--- src/rtl/core/flptm_pkg.sv ---
package flptm_pkg;

    // Pool geometry.
    localparam int POOL_PAGES = 64;
    localparam int ENTRIES_PER_TABLE = 512;
    localparam int IDX_W = $clog2(ENTRIES_PER_TABLE);
    localparam int PAGE_W = $clog2(POOL_PAGES);
    localparam int ADDR_W = PAGE_W + IDX_W;
    localparam int DEPTH = POOL_PAGES * ENTRIES_PER_TABLE;
    localparam int NFP_W = $clog2(POOL_PAGES + 1);

    // Field widths.
    localparam int VPAGE_W = 36;
    localparam int FRAME_W = 40;
    localparam int FRAME_LSB = 12;
    localparam int ENTRY_W = 64;
    localparam int RPAGE_W = 6;
    localparam int USED_W = 7;

    // Entry layout.
    localparam logic [ENTRY_W-1:0] BIT_PRESENT = 64'h1;
    localparam logic [ENTRY_W-1:0] BIT_RW = 64'h2;
    localparam logic [ENTRY_W-1:0] BIT_USER = 64'h4;
    localparam logic [ENTRY_W-1:0] FRAME_FIELD = {12'h000, {FRAME_W{1'b1}}, 12'h000};

    // Request kinds and status codes.
    localparam logic KIND_MAP = 1'b0;
    localparam logic KIND_READ = 1'b1;
    localparam logic STATUS_OK = 1'b0;
    localparam logic STATUS_FAIL = 1'b1;

    typedef struct packed {
        logic               kind;
        logic [VPAGE_W-1:0] virt_page;
        logic [FRAME_W-1:0] phys_frame;
        logic [RPAGE_W-1:0] read_page;
        logic [IDX_W-1:0]   read_slot;
    } req_t;

    typedef struct packed {
        logic [ENTRY_W-1:0] read_data;
        logic [USED_W-1:0]  pages_used;
        logic               status;
    } rsp_t;

    // A stored word carries the allocation mark of its page at write time.
    typedef struct packed {
        logic               tag;
        logic [ENTRY_W-1:0] data;
    } store_word_t;

    typedef struct packed {
        logic              we;
        logic [ADDR_W-1:0] addr;
        store_word_t       wdata;
    } mem_req_t;

    typedef enum logic [2:0] {
        ST_IDLE,
        ST_LOOKUP,
        ST_CHECK,
        ST_READ,
        ST_RDATA
    } state_t;

    function automatic logic [IDX_W-1:0] level_index(input logic [VPAGE_W-1:0] vp,
                                                    input logic [1:0] lvl);
        return IDX_W'(vp >> (IDX_W * int'(lvl)));
    endfunction

endpackage

--- src/rtl/core/flptm_walk.sv ---
module flptm_walk (
    input  logic                           clk,
    input  logic                           rst_n,
    input  logic                           start,
    input  flptm_pkg::req_t                req,
    input  logic [flptm_pkg::FRAME_W-1:0]  base_frame,
    output logic                           busy,
    output logic                           done,
    output flptm_pkg::rsp_t                rsp,
    output flptm_pkg::mem_req_t            mem_req,
    input  flptm_pkg::store_word_t         mem_rdata
);
    import flptm_pkg::*;

    state_t state_reg, state_next;
    req_t item_reg;
    logic [PAGE_W-1:0] cur_reg;
    logic [1:0] lvl_reg;
    logic [NFP_W-1:0] nfp_reg;
    logic [POOL_PAGES-1:0] alloc_reg;
    rsp_t rsp_reg, rsp_next;
    logic done_reg;
    logic finish_c;

    logic [IDX_W-1:0] idx_c;
    logic [ENTRY_W-1:0] entry_c;
    logic present_c, pool_full_c, leaf_c, take_c, tag_after_c, off_ok_c;
    logic [PAGE_W-1:0] new_page_c, rd_page_c;
    logic [FRAME_W-1:0] new_frame_c, off_c;
    logic [ENTRY_W-1:0] leaf_word_c, link_word_c;
    logic rd_ok_c;

    // Decode of the entry just read.
    always_comb
    begin
        idx_c = level_index(item_reg.virt_page, lvl_reg);
        entry_c = (mem_rdata.tag == alloc_reg[cur_reg]) ? mem_rdata.data : '0;
        present_c = entry_c[0];
        leaf_c = (lvl_reg == 2'd0);
        pool_full_c = (nfp_reg >= NFP_W'(POOL_PAGES));
        new_page_c = nfp_reg[PAGE_W-1:0];
        new_frame_c = base_frame + FRAME_W'(new_page_c);
        off_c = entry_c[FRAME_LSB +: FRAME_W] - base_frame;
        off_ok_c = (off_c < FRAME_W'(POOL_PAGES));
        take_c = (state_reg == ST_CHECK) && !leaf_c && !present_c && !pool_full_c;
        // A link written into the page being taken survives its clearing.
        tag_after_c = alloc_reg[cur_reg] | (take_c && (cur_reg == new_page_c));
        leaf_word_c = (entry_c & ~(FRAME_FIELD | BIT_USER))
                    | (ENTRY_W'(item_reg.phys_frame) << FRAME_LSB)
                    | BIT_PRESENT | BIT_RW;
        link_word_c = (entry_c & ~FRAME_FIELD)
                    | (ENTRY_W'(new_frame_c) << FRAME_LSB)
                    | BIT_PRESENT | BIT_RW;
        rd_page_c = PAGE_W'(item_reg.read_page);
        rd_ok_c = (32'(item_reg.read_page) < 32'(POOL_PAGES))
               && (mem_rdata.tag == alloc_reg[rd_page_c]);
    end

    // Next state.
    always_comb
    begin
        state_next = state_reg;
        unique case (state_reg)
            ST_IDLE:
            begin
                if (start)
                begin
                    state_next = (req.kind == KIND_READ) ? ST_READ : ST_LOOKUP;
                end
            end
            ST_LOOKUP: state_next = ST_CHECK;
            ST_CHECK:  state_next = finish_c ? ST_IDLE : ST_LOOKUP;
            ST_READ:   state_next = ST_RDATA;
            ST_RDATA:  state_next = ST_IDLE;
            default:   state_next = ST_IDLE;
        endcase
    end

    // Outputs: memory port, completion and result.
    always_comb
    begin
        mem_req.we = 1'b0;
        mem_req.addr = {cur_reg, idx_c};
        mem_req.wdata.tag = tag_after_c;
        mem_req.wdata.data = leaf_c ? leaf_word_c : link_word_c;
        finish_c = 1'b0;
        rsp_next.read_data = '0;
        rsp_next.pages_used = USED_W'(nfp_reg);
        rsp_next.status = STATUS_OK;
        unique case (state_reg)
            ST_IDLE, ST_LOOKUP:
            begin
            end
            ST_CHECK:
            begin
                mem_req.we = leaf_c || take_c;
                if (leaf_c)
                begin
                    finish_c = 1'b1;
                end
                else if ((!present_c && pool_full_c) || (present_c && !off_ok_c))
                begin
                    finish_c = 1'b1;
                    rsp_next.status = STATUS_FAIL;
                end
            end
            ST_READ:
            begin
                mem_req.addr = {rd_page_c, item_reg.read_slot};
            end
            ST_RDATA:
            begin
                finish_c = 1'b1;
                rsp_next.read_data = rd_ok_c ? mem_rdata.data : '0;
            end
            default:
            begin
            end
        endcase
    end

    always_ff @(posedge clk or negedge rst_n)
    begin
        if (!rst_n)
        begin
            state_reg <= ST_IDLE;
            cur_reg <= '0;
            lvl_reg <= '0;
            nfp_reg <= NFP_W'(1);
            alloc_reg <= '0;
            done_reg <= 1'b0;
        end
        else
        begin
            state_reg <= state_next;
            done_reg <= finish_c;
            if (state_reg == ST_IDLE && start)
            begin
                cur_reg <= '0;
                lvl_reg <= 2'd3;
            end
            else if (take_c)
            begin
                alloc_reg[new_page_c] <= 1'b1;
                nfp_reg <= nfp_reg + NFP_W'(1);
                cur_reg <= new_page_c;
                lvl_reg <= lvl_reg - 2'd1;
            end
            else if (state_reg == ST_CHECK && !leaf_c && present_c && off_ok_c)
            begin
                cur_reg <= off_c[PAGE_W-1:0];
                lvl_reg <= lvl_reg - 2'd1;
            end
        end
    end

    always_ff @(posedge clk)
    begin
        if (state_reg == ST_IDLE && start)
        begin
            item_reg <= req;
        end
        if (finish_c)
        begin
            rsp_reg <= rsp_next;
        end
    end

    assign busy = (state_reg != ST_IDLE);
    assign done = done_reg;
    assign rsp = rsp_reg;

endmodule

--- config.mk ---
export PLATFORM = sky130hd
export DESIGN_NAME = flptm_walk
export DESIGN_NICKNAME = d
export VERILOG_FILES = /design/src/rtl/core/flptm_pkg.sv /design/src/rtl/core/flptm_walk.sv
export SDC_FILE = /design/constraint.sdc
export NUM_CORES = 1
export LEC_CHECK = 0
export BUFFER_PORTS_ARGS = -buffer_cell sky130_fd_sc_hd__buf_4
export CORE_ASPECT_RATIO = 1.1
export CORE_UTILIZATION = 40
export DETAILED_ROUTE_END_ITERATION = 10
export GPL_ROUTABILITY_DRIVEN = 0
export REMOVE_ABC_BUFFERS = 1
export SYNTH_ARGS = -nofsm -noshare
export SYNTH_HDL_FRONTEND = slang
export SYNTH_SLANG_ARGS = --single-unit
--- constraint.sdc ---
create_clock -name clk -period 8.8 [get_ports clk]
set_clock_uncertainty 0.2 [all_clocks]
set_input_delay 0.44 -clock clk [delete_from_list [all_inputs] [get_ports clk]]
set_output_delay 0.44 -clock clk [all_outputs]
set_load 0.02 [all_outputs]
==> out/qor.csv <==
metric,value,unit
vias in the first global route,12500,
Synth Register Bits,246,
initial antenna violation count,3,
max frequency,133,MHz
fin util,0.562,
Hold Path Class,in2reg,
Sw Share,0.408,
worst setup margin,1260,ps
r2r startpoint,cur_reg[1],
Pint,3.34,mW
Yosys top cell by area,edfxtp_1,
Tcrit/Tclk final,0.856,
"Async S/R FF share, synth",0.337,
Root Buffer,clkbuf_16,
Nets,2076,
max cap viols,0,
pre-CTS setup slack,1390,ps
critical-path cell list,mux4_2 -> or2_2 -> a31oi_1 -> nand4_1 -> nand4b_1 -> buf_4 -> and2_1 -> ha_1 -> a21oi_1 -> o21ai_0 -> a21oi_1 -> a311oi_1 -> or3_1 -> a221o_1 -> a2111oi_0 -> nand2_1 -> nor3_1 -> nor2_1 -> o21a_4,
Power Density,283,mW/mm2
Worst R2R End,rsp[2],
WHS Endpoint,state_reg[1],
sequential area share after synthesis,0.478,
combinational fraction of design power,0.495,
drt first pass iters,5,
Slew headroom,0.234,
max reg flops,85,
Switch Pwr,2.30,mW
"count leader, synth",edfxtp_1,
1st-iter DRT viols,829,
Hold Path Origin,req[91],
critical path's top delay family,compound AO/OA/AOI/OAI gates,
Worst-Margin Slew,1150,ps
CTS buffer count,27,
DRC Markers,0,
Multi-input gate area,0.00709,mm2
status,"complete, no violations",
number of flops mapped to enable cells by yosys,163,
"Data required, critical path",8730,ps
leakage,8.26,nW
"slowest stage delay, CP",870,ps
Post-DP HPWL,32500,um
Final setup violation count,0,
largest net degree at the start of global routing,84,
synthesized instance count,1361,
die area,0.0372,mm2
postcts setup bufs,0,
# H-tree levels,1,
syn_area_per_cell,10.7,um2
worst-path fanout max,73,
"Clk Latency, worst-skew pair",540,ps
Ports,355,
most area-consuming cells after synthesis,"edfxtp_1 34%, dfrtp_1 14%, mux4_2 6.6%",
Setup crit end kind,flop,
fillers,3116,
Reg power frac,0.311,
register area,0.00697,mm2
slowest cell on the critical path,dfrtp_1,
crit path DAT,7460,ps
"top cells by count, synth","163 x edfxtp_1, 152 x nand2_1, 134 x and2_1",
worst hold path stage count,3,
Die Span X,184,um
RSZ-0062 raised after global routing,false,
Critical Path Start Type,flop,
fin cells,2329,
ys flop type,edfxtp_1,
Fin Setup TNS,0,ps
Overall Power,5.65,mW
GRT Total Usage,0.240,
Final Hold Fails,0,
reg2reg setup slack,1260,ps
clk sink count,246,
Synth top area share,0.336,
# rows,72,
die height,202,um
first-pass GRT wire length,69900,um
Clock transition at path regs,60,ps
Clock Tree Buf Depth,3,
Mapped Area,0.0146,mm2
worst path buffer plus inverter count,1,
Synthesis Warnings,0,
worst vdd ir,0.000225,V
clock share of power,0.194,
vias per cell,5.33,
Worst Setup Path Type,reg2reg,
IO buf count,352,
Core ar.,0.0355,mm2
Slew Limit Fails,0,
GRT overflow,0,
Routed Antenna Nets,0,
WL/cell,19.5,um
Reg2Reg Depth,19,
Final Critical Period,7540,ps
Area Overhead vs Synth,36.9,%
Routed WL,45400,um
CTS tree,built,
layout cell share with drive strength beyond 1,0.251,
post-synthesis cell type count,77,
via count,12400,
Initial Util,0.411,
CP most frequent cell,a21oi_1,
placed cell count,2126,
[logic make-up after synthesis]
logic type | synth area share
mux | 0.0792
fa+ha+maj | 0.0439
xor+xnor | 0.0406
other cells | 0.000257
flops | 0.478
buf+inv | 0.0370
compound gates | 0.150
simple gates | 0.171
[power by group through the flow]
stage               logic (mW)  clock network (mW)  registers [mW]
finish                    2.80                1.10            1.76
global route              3.02                1.17            1.79
CTS                       2.79                1.12            1.76
detailed placement        2.72                   0            1.78
global placement          2.71                   0            1.77
floorplan                 1.71                   0            1.81
[routing by layer]
metal | global-route usage | up-vias | wire, um
li1 | - | 5900 | -
met5 | 0 | - | 0
met4 | 0.0741 | 0 | 1200
met1 | 0.293 | 5994 | 18100
met2 | 0.430 | 449 | 23200
met3 | 0.0402 | 75 | 2920
[placed cells by master, fill, tap and decap left out, drive strengths merged, types with 6 or more instances in the layout]
cell / instances
o31ai: 6
nand2b: 9
nor3: 30
o21ai: 73
o21a: 14
and2: 134
xor2: 9
nand3: 32
a2111oi: 11
o211ai: 8
dlygate4sd3: 152
nor2b: 7
a211oi: 10
inv: 61
mux2i: 13
dfrtp: 82
buf: 359
and3: 8
nor4: 10
nand4: 20
o21bai: 70
mux4: 43
edfxtp: 163
a21oi: 56
xnor2: 56
a21o: 18
or2: 6
clkbuf: 42
ha: 48
nor2: 45
nand2: 152
[stage by stage]
step,hold slack (ps),area [um2]
finish,16.2,20000
global route,34.7,20000
floorplan,-55.6,14300
global placement,265,17600
CTS,1.36,20000
detailed placement,267,17600
[tightest hold or removal path, stage by stage]
cell and delay (ps):
buf_4 80, a21oi_1 50, nor3_1 130
[final cells by class]
cell class | instances | share of cell area
diodes | 3 | 0.000376
clock inverters | 6 | 0.00295
well taps | 481 | 0.0302
inverters | 60 | 0.0113
flip-flops and latches | 246 | 0.349
clock buffers | 42 | 0.0392
multi-input cells | 980 | 0.355
repair buffers | 511 | 0.211
[how the worst max path moves through the flow]
stage                     depth (start not counted)  endpoint       start  slack, ps
after floorplan                                  17    rsp[0]  cur_reg[1]        790
after global placement                           19   rsp[66]  cur_reg[1]       1570
after detailed placement                         19    rsp[9]  cur_reg[1]       1390
after CTS                                        19   rsp[33]  cur_reg[1]       1380
after global routing                             19   rsp[23]  cur_reg[1]        620
final                                            19    rsp[2]  cur_reg[1]       1260
[repair_timing]
item,4_1_cts,5_1_grt
hold buffers,152,0
endpoints found under the setup margin,0,0
resized for setup,0,0
endpoints found under the hold margin,233,0
Power figures use the tool's default switching activity.
